`config.mk`:
```
export PLATFORM = sky130hd
export DESIGN_NAME = bkd_ctrl
export DESIGN_NICKNAME = d
export VERILOG_FILES = /design/src/sv/bkd_pkg.sv /design/src/sv/bkd_ctrl.sv
export SDC_FILE = /design/constraint.sdc
export NUM_CORES = 1
export LEC_CHECK = 0
export BUFFER_PORTS_ARGS = -buffer_cell sky130_fd_sc_hd__buf_2
export CORE_AREA = 4 4 41 43
export DETAILED_ROUTE_END_ITERATION = 8
export DIE_AREA = 0 0 45 47
export SLEW_MARGIN = 15
export SYNTH_ARGS = -nofsm -noshare
export SYNTH_HDL_FRONTEND = slang
export SYNTH_SLANG_ARGS = --single-unit
```
`constraint.sdc`:
```
create_clock -name clk -period 2.8 [get_ports clk]
set_input_delay 0.42 -clock clk [delete_from_list [all_inputs] [get_ports clk]]
set_output_delay 0.42 -clock clk [all_outputs]
set_load 0.05 [all_outputs]
```
`src/sv/bkd_pkg.sv`:
```
package bkd_pkg;

  // table geometry
  localparam int TABLE_DEPTH = 1024;
  localparam int ADDR_W      = $clog2(TABLE_DEPTH);

  // field widths
  localparam int CAP_W  = 10;
  localparam int VOL_W  = 10;
  localparam int VAL_W  = 16;
  localparam int CNT_W  = 10;
  localparam int SUM_W  = 32;
  localparam int ADD_W  = VAL_W + CNT_W;
  localparam int IN_W   = 40;

  // controller to datapath commands
  typedef struct packed {
    logic load_item;  // capture item fields, drop saturation flag on start
    logic clr_init;   // rewind clearing address
    logic clr_step;   // write zero at clearing address and advance
    logic j_init;     // load sweep index with capacity
    logic base_rd;    // read entry j, restart candidate walk
    logic cand_rd;    // read next candidate entry
    logic write_j;    // write best into entry j and step j down
    logic res_rd;     // read entry at capacity
    logic res_load;   // move read data into output register
  } cmd_t;

  // datapath to controller status
  typedef struct packed {
    logic clr_last;   // clearing address at last entry
    logic start;      // captured item starts a new set
    logic skip;       // zero volume or zero count
    logic more;       // another candidate fits
    logic j_zero;     // sweep reached entry zero
    logic out_free;   // output register can take a result
  } status_t;

endpackage

```
`src/sv/bkd_ctrl.sv`:
```
module bkd_ctrl (
  input  logic             clk,
  input  logic             rst,
  input  logic             in_fire,
  input  bkd_pkg::status_t sts,
  output logic             in_ready,
  output bkd_pkg::cmd_t    cmd
);

  localparam logic [3:0] S_CLEAR    = 4'd0;
  localparam logic [3:0] S_IDLE     = 4'd1;
  localparam logic [3:0] S_START    = 4'd2;
  localparam logic [3:0] S_JINIT    = 4'd3;
  localparam logic [3:0] S_BASE     = 4'd4;
  localparam logic [3:0] S_CAND     = 4'd5;
  localparam logic [3:0] S_WRITE    = 4'd6;
  localparam logic [3:0] S_RES_RD   = 4'd7;
  localparam logic [3:0] S_RES_WAIT = 4'd8;

  logic [3:0] state, state_next;
  logic       in_item, in_item_next;

  // state register
  always_ff @(posedge clk) begin
    if (rst) begin
      state   <= S_CLEAR;
      in_item <= 1'b0;
    end else begin
      state   <= state_next;
      in_item <= in_item_next;
    end
  end

  assign in_ready = (state == S_IDLE);

  // next state and commands
  always_comb begin
    state_next   = state;
    in_item_next = in_item;
    cmd          = '0;
    case (state)
      S_CLEAR: begin
        cmd.clr_step = 1'b1;
        if (sts.clr_last) begin
          state_next = in_item ? S_JINIT : S_IDLE;
        end
      end
      S_IDLE: begin
        if (in_fire) begin
          cmd.load_item = 1'b1;
          state_next    = S_START;
        end
      end
      S_START: begin
        if (sts.start) begin
          cmd.clr_init = 1'b1;
          in_item_next = 1'b1;
          state_next   = S_CLEAR;
        end else begin
          state_next = S_JINIT;
        end
      end
      S_JINIT: begin
        cmd.j_init   = 1'b1;
        in_item_next = 1'b0;
        state_next   = sts.skip ? S_RES_RD : S_BASE;
      end
      S_BASE: begin
        cmd.base_rd = 1'b1;
        state_next  = S_CAND;
      end
      S_CAND: begin
        // issue candidates back to back; last read data lands here
        if (sts.more) begin
          cmd.cand_rd = 1'b1;
        end else begin
          state_next = S_WRITE;
        end
      end
      S_WRITE: begin
        cmd.write_j = 1'b1;
        state_next  = sts.j_zero ? S_RES_RD : S_BASE;
      end
      S_RES_RD: begin
        cmd.res_rd = 1'b1;
        state_next = S_RES_WAIT;
      end
      S_RES_WAIT: begin
        if (sts.out_free) begin
          cmd.res_load = 1'b1;
          state_next   = S_IDLE;
        end
      end
      default: begin
        state_next = S_IDLE;
      end
    endcase
  end

endmodule

```
Yosys cells after proc, flatten, opt, wreduce, memory -nomap -nowiden
Cells that the tools add are included.
- bits in registers: 5
- word-level logic and storage cells: 43
- eq/ne operators: 13
- muxes and demuxes: 24
- reduce and logical (&&, ||, !) cells: 4
- operators with widths (cell ; count):
    $pmux 4 s9 ; 1
    $eq 4x3->1 const B ; 4
    $mux 4 ; 4
    $mux 1 ; 14
    $ne 2x2->1 const B ; 5
    $eq 4x2->1 const B ; 2
    $mux 2 ; 4
    $eq 4x1->1 const B ; 1
    $eq 4x4->1 const B ; 1
    $logic_not 4->1 ; 1
    $reduce_and 4->1 ; 1
    $pmux 1 s2 ; 1
    $reduce_and 2->1 ; 1
    $reduce_bool 2->1 ; 1

Depth between registers and ports, before layout
Gate-level depths: netlist (run 1).
- word-level depth: 3
- gate-level depth with buffers: 5
- gate-level depth less buffers: 4

Least setup slack after synthesis (run 1)
No wires, ideal clock.
- kind: reg2out
- start: register state[3]
- end: output cmd[8] in the netlist's numbering
- arrival time: 2.683 ns
- data required time: 2.380 ns
- setup slack: -0.303 ns
- stages on the path, launching flop included: 4
- buffers on the path: 1
- path through: dfxtp_1 -> buf_4 -> nor4_1 -> and2_1
- RTL lines (item ; line ; text):
    from (decl) ; bkd_ctrl.sv:20 ; logic [3:0] state, state_next;
    from (signal assigned) ; bkd_ctrl.sv:29 ; state <= state_next;
    to (decl) ; bkd_ctrl.sv:7 ; output bkd_pkg::cmd_t cmd

==> results.sh, run 1 <==
export IMPL_ir_drop_uv=320
export IMPL_dp_slack_ns=0.973
export IMPL_p_leak_nw=0.238
export IMPL_dpl_hpwl_um=809
export IMPL_grt_pass1_wl_um=1750
export IMPL_skew_ns=0.00202
export IMPL_synth_cell_types=28
export IMPL_root_buffer="clkbuf_4"
export IMPL_cts_htree_levels=1
export IMPL_syn_area_um2=414
export IMPL_drtIter0Drc=4
export IMPL_crit_fanout=14
export IMPL_rsz0062_at_grt="false"
export IMPL_cts_buffers=3
export IMPL_holdBufCountCts=0
export IMPL_relSlewSlack=0.667
export IMPL_layout_setup_ws_ns=0.743
export IMPL_antenna_found_initial=0
export IMPL_rows=13
export IMPL_chipWidth_um=45
export IMPL_fin_cells=83
export IMPL_synth_avg_cell_area_um2=8.28
export IMPL_yosysTopAreaCell="dfxtp_1"
export IMPL_fillCellCount=142
export IMPL_path_cells="nand2b_1 > nor4b_1 > buf_2"
export IMPL_synthDominantCellAreaShare=0.242
export IMPL_worstSetupEndpointType="output port"
export IMPL_cts_resized=0
export IMPL_cp_required_ns=2.38
export IMPL_cts_setup_buffers=0
export IMPL_rrSetupSlack_ns=1.23
export IMPL_crit_path_top_delay_cell="dfxtp_1"
export IMPL_cts_buffer_depth=2
export IMPL_layout_drive_gt1_share=0.412
export IMPL_synthToLayoutAreaGrowth_pct=24.2
export IMPL_ios=19
export IMPL_fin_nets=78
export IMPL_hold_viol=0
export IMPL_seq_area_frac_synth=0.242
export IMPL_setup_violations=0
export IMPL_worstReg2RegEnd="state[0]$_SDFFE_PP0P_"
export IMPL_holdPathStages=2
export IMPL_path_clk_slew_ns=0.04
export IMPL_hp_start="rst"
export IMPL_cts_tree="yes"
export IMPL_synth_cells=50
export IMPL_cp_arrival_ns=1.64
export IMPL_firstDrtPassIters=3
export IMPL_drc=0
export IMPL_finalHoldWorstSlack_ns=0.418
export IMPL_syn_nets=59
export IMPL_first_global_vias=431
export IMPL_crit_type="reg2out"
export IMPL_diodes=0
export IMPL_ant_nets=0
export IMPL_critPathLaunchType="flop"
export IMPL_core_area_um2=1300
export IMPL_cp_slowest_stage_delay_ns=0.62
export IMPL_r2r_start="state[3]$_SDFFE_PP0P_"
export IMPL_track_usage=0.112
export IMPL_num_vias=426
export IMPL_clock_latency_ns=0.24
export IMPL_fin_setup_tns_ns=0
export IMPL_ys_ff_latch=5
export IMPL_outcome="finished, final reports clean"
export IMPL_hold_path_class="in2reg"
export IMPL_holdPathEnd="in_item$_SDFFE_PP0P_"
export IMPL_r2r_cells=4
export IMPL_maxSlewViolCount=0
export IMPL_period_minus_slack_ns=2.06
export IMPL_cts_sinks=5
export IMPL_start_util=0.318
export IMPL_grt_overflow_total=0
export IMPL_fin_crit_sh=0.735
export IMPL_dieArea_um2=2120
export IMPL_dpl_cell_count=79
export IMPL_yosys_warnings=0
export IMPL_fmax_mhz=486
export IMPL_power_density_nw_per_um2=722
export IMPL_routed_wl_um=1030
export IMPL_wire_per_inst_um=12.4
export IMPL_grt_max_degree=15
export IMPL_portBuffers=18
export IMPL_viasPerCell=5.13
export IMPL_total_power_uw=372
export IMPL_gp_congestion=0.735
export IMPL_worst_pin_slew_ns=0.498
export IMPL_maxCapViolations=0
export IMPL_die_y_um=47
export IMPL_crit_start="state[2]$_SDFFE_PP0P_"
export IMPL_synthTopCellsByArea="dfxtp_1, buf_6, nand2b_1, nor4_1, a21oi_2"
-- through the flow --
stage / util / area, um2
finish: 0.395 / 514
global placement: 0.375 / 488
detailed placement: 0.375 / 488
global route: 0.395 / 514
floorplan: - / 420
CTS: 0.395 / 514
-- cell usage in the layout (no fill, tap or decap) --
master and n:
nand3_1 1, o211ai_1 1, clkbuf_4 3, nor3b_2 1, nor4_2 1, nor3_1 3, nor2b_1 2, nand2b_1 5
a21oi_2 2, o21ai_0 1, nor3b_1 1, a31oi_1 1, nor4b_1 1, o311a_1 1, xor2_1 1, a2111oi_1 1
and2_1 1, nor4b_2 1, inv_1 3, and4b_1 1, clkbuf_1 1, a21oi_1 2, nand2_1 1, inv_2 1
buf_2 18, and4bb_2 1, nor2_1 4, nor4_1 2, a32oi_1 1, dfxtp_1 5
-- worst max path at each step --
| stage | end | slack, ns | cells after the start |
|---|---|---|---|
| final | cmd[3] | 0.74 | 3 |
| after global routing | cmd[3] | 0.55 | 3 |
| after CTS | cmd[3] | 0.71 | 3 |
| after detailed placement | cmd[3] | 0.97 | 3 |
| after global placement | cmd[3] | 0.96 | 3 |
| after floorplan | cmd[3] | 0.07 | 3 |
-- per-layer routing --
metal  global-route usage  share of wire  up-vias
met5                    0              0        -
met4               0.0702              0        0
met3               0.0115          0.047        0
met2                0.172           0.49        9
met1                0.148           0.47      198
li1                     -              -      219
-- where the power goes --
group / leakage (nW) / switching (mW) / total, mW / internal, mW
sequential: 0.0408 / 0.0294 / 0.112 / 0.0823
clock: 0.0150 / 0.0277 / 0.0815 / 0.0538
combinational: 0.182 / 0.121 / 0.178 / 0.0578
-- registers in the layout, summed over array words and instances, names as in the netlist --
| register | cells |
|---|---|
| in_item | 1 |
| state | 4 |
-- worst max-delay path, delay by kind of cell, from the launching register on --
kind / cells / cell delay, ns
simple gates: 2 / 0.47
flops: 1 / 0.62
buf+inv: 1 / 0.31
-- cell families after synthesis --
kind of cell / after synthesis / share of synthesized area
buffers and inverters: 8 / 0.136
xor gates and xnor gates: 1 / 0.0212
AOI/OAI and AO/OA: 10 / 0.181
and+or+nand+nor: 26 / 0.420
DFF: 5 / 0.242
-- synth_stat cells --
library cell,number
nand3_1,1
and4b_1,1
nand2b_1,5
a21oi_1,2
nor2_1,4
nor3_1,3
a32oi_1,1
nor2b_1,2
nor4b_2,1
buf_6,3
xor2_1,1
o211ai_1,1
inv_1,3
dfxtp_1,5
nor3b_2,1
nor3b_1,1
o311a_1,1
nor4_1,3
buf_4,1
and4bb_2,1
nor4b_1,1
nand2_1,1
inv_2,1
a21oi_2,2
a2111oi_1,1
and2_1,1
a31oi_1,1
o21ai_0,1
-- layout make-up --
type	count	area, um2	share of cell area
inverter	4	15.0	0.0292
sequential	5	100	0.195
clock buffer	4	26.3	0.0511
multi-input combinational	37	264	0.513
timing repair buffer	18	90.1	0.175
tap	15	18.8	0.0365
Note: power is estimated with default switching activity, not from simulation.
==> inputs of run 2 (changes only) <==
clock period = 2 ns   (was 2.8 ns; I/O delays follow)
==> run 2 against run 1 <==
  * Clock skew barely moved
  * Total power rose by 41%
  * Non-clock buffer count did not move
  * Critical path depth rose by 1
  * Worst hold slack got worse by 0.13 ns
  * Combinational power rose by 40%
  * Via count fell by 1.4%
  * Count of clock-buffer cells in the layout did not move
  * Utilization rose by 0.67 points
  * Clock power rose by 39%
  * Flip-flop and latch count did not move
  * Final cell count did not move
==> results.sh, run 2 (synthesized netlist as in run 1, its figures left out) <==
export IMPL_outcome="finished, final reports clean"
export IMPL_fin_nets=78
export IMPL_portBuffers=18
export IMPL_multi_input_area_um2=270
export IMPL_layout_setup_ws_ns=0.219
export IMPL_final_common_cell="buf_2"
export IMPL_regArea_um2=103
export IMPL_cts_setup_buffers=0
export IMPL_synthToLayoutAreaGrowth_pct=26.3
export IMPL_maxSlewViolCount=0
export IMPL_ir_drop_uv=615
export IMPL_core_area_um2=1300
export IMPL_rows=13
export IMPL_diodes=0
export IMPL_largest_reg_flops=4
export IMPL_clock_latency_ns=0.23
export IMPL_layout_common_cells="buf_2, nand2b_1, nor2_1"
export IMPL_cp_arrival_ns=1.48
export IMPL_chipWidth_um=45
export IMPL_path_clk_slew_ns=0.04
export IMPL_dpl_cell_count=79
export IMPL_viasPerCell=5.06
export IMPL_dp_slack_ns=0.344
export IMPL_routed_wl_um=972
export IMPL_die_y_um=47
export IMPL_finish_instance_area_um2=523
export IMPL_ant_nets=0
export IMPL_finalHoldWorstSlack_ns=0.292
export IMPL_crit_fanout=10
export IMPL_grt_pass1_wl_um=1660
export IMPL_layout_drive_gt1_share=0.456
export IMPL_fillCellCount=145
export IMPL_fin_crit_sh=0.891
export IMPL_cts_tree="yes"
export IMPL_ios=19
export IMPL_drtIter0Drc=2
export IMPL_root_buffer="clkbuf_4"
export IMPL_skew_ns=0.00165
export IMPL_worst_pin_slew_ns=0.456
export IMPL_rsz0062_at_grt="false"
export IMPL_grt_overflow_total=0
export IMPL_cp_required_ns=1.70
export IMPL_critPathLaunchType="flop"
export IMPL_worstSetupEndpointType="output port"
export IMPL_cts_buffer_depth=2
export IMPL_dieArea_um2=2120
export IMPL_track_usage=0.106
export IMPL_hold_viol=0
export IMPL_num_vias=420
export IMPL_dpl_hpwl_um=752
export IMPL_crit_type="reg2out"
export IMPL_fin_cells=83
export IMPL_drc=0
export IMPL_maxCapViolations=0
export IMPL_hold_path_class="in2reg"
export IMPL_p_leak_nw=0.240
export IMPL_firstDrtPassIters=2
export IMPL_gp_congestion=0.737
export IMPL_grt_max_degree=15
export IMPL_cts_sinks=5
export IMPL_relSlewSlack=0.696
export IMPL_wire_per_inst_um=11.7
export IMPL_reg_largest_list="state (4), in_item (1)"
export IMPL_utilization=0.402
export IMPL_r2r_cells=4
export IMPL_largest_register="state"
export IMPL_start_util=0.318
export IMPL_cts_buffers=3
export IMPL_holdPathStages=2
export IMPL_place_area_um2=494
export IMPL_period_minus_slack_ns=1.78
export IMPL_power_density_nw_per_um2=999
export IMPL_first_global_vias=371
export IMPL_fmax_mhz=561
export IMPL_cts_htree_levels=1
export IMPL_setup_violations=0
export IMPL_antenna_found_initial=0
run 2: cell counts in the layout (fill, tap and decap cells not counted):
Identical to the previous run, type by type.
run 2: metrics by stage:
step | power (mW) | TNS, ns
2_1_floorplan | 0.379 | -0.733
6_report | 0.522 | 0
3_5_place_dp | 0.409 | 0
4_1_cts | 0.526 | 0
5_1_grt | 0.560 | 0
3_3_place_gp | 0.409 | 0
run 2: routing by layer:
metal  up-vias  GRT usage  wire length (um)
met2         7      0.155               478
met4         0     0.0526                 0
met5         -          0                 0
met3         0     0.0268                31
li1        220          -                 -
met1       193      0.143               461
run 2: final timing paths:
path	from	end	slack, ns
setup / recovery	state[1]$_SDFFE_PP0P_	cmd[7]	0.22
hold / removal	rst	in_item$_SDFFE_PP0P_	0.29
setup reg to reg	state[3]$_SDFFE_PP0P_	state[0]$_SDFFE_PP0P_	0.41
hold reg to reg	in_item$_SDFFE_PP0P_	in_item$_SDFFE_PP0P_	0.46
run 2: report_power, final:
part / switching, mW / total, mW / internal (mW)
registers: 0.0427 / 0.160 / 0.117
clock network: 0.0378 / 0.113 / 0.0752
logic: 0.168 / 0.249 / 0.0812
run 2: area by class of cell:
cell class,instances,area share
multi-input cells,37,0.517
flip-flops and latches,5,0.196
repair buffers,18,0.172
clock buffers,4,0.0502
well taps,15,0.0359
inverters,4,0.0287
run 2: repair_timing:
item | in CTS | in global routing
endpoints found under the setup margin | 0 | 2
endpoints found under the hold margin | 0 | 0
resized for setup | 0 | 2
hold buffers | 0 | 0
run 2: worst max-delay path, stage by stage, from the launching register on:
cell	delay, ns
dfxtp_1	0.53
nor3b_2	0.26
nand3_1	0.14
inv_1	0.07
buf_2	0.25
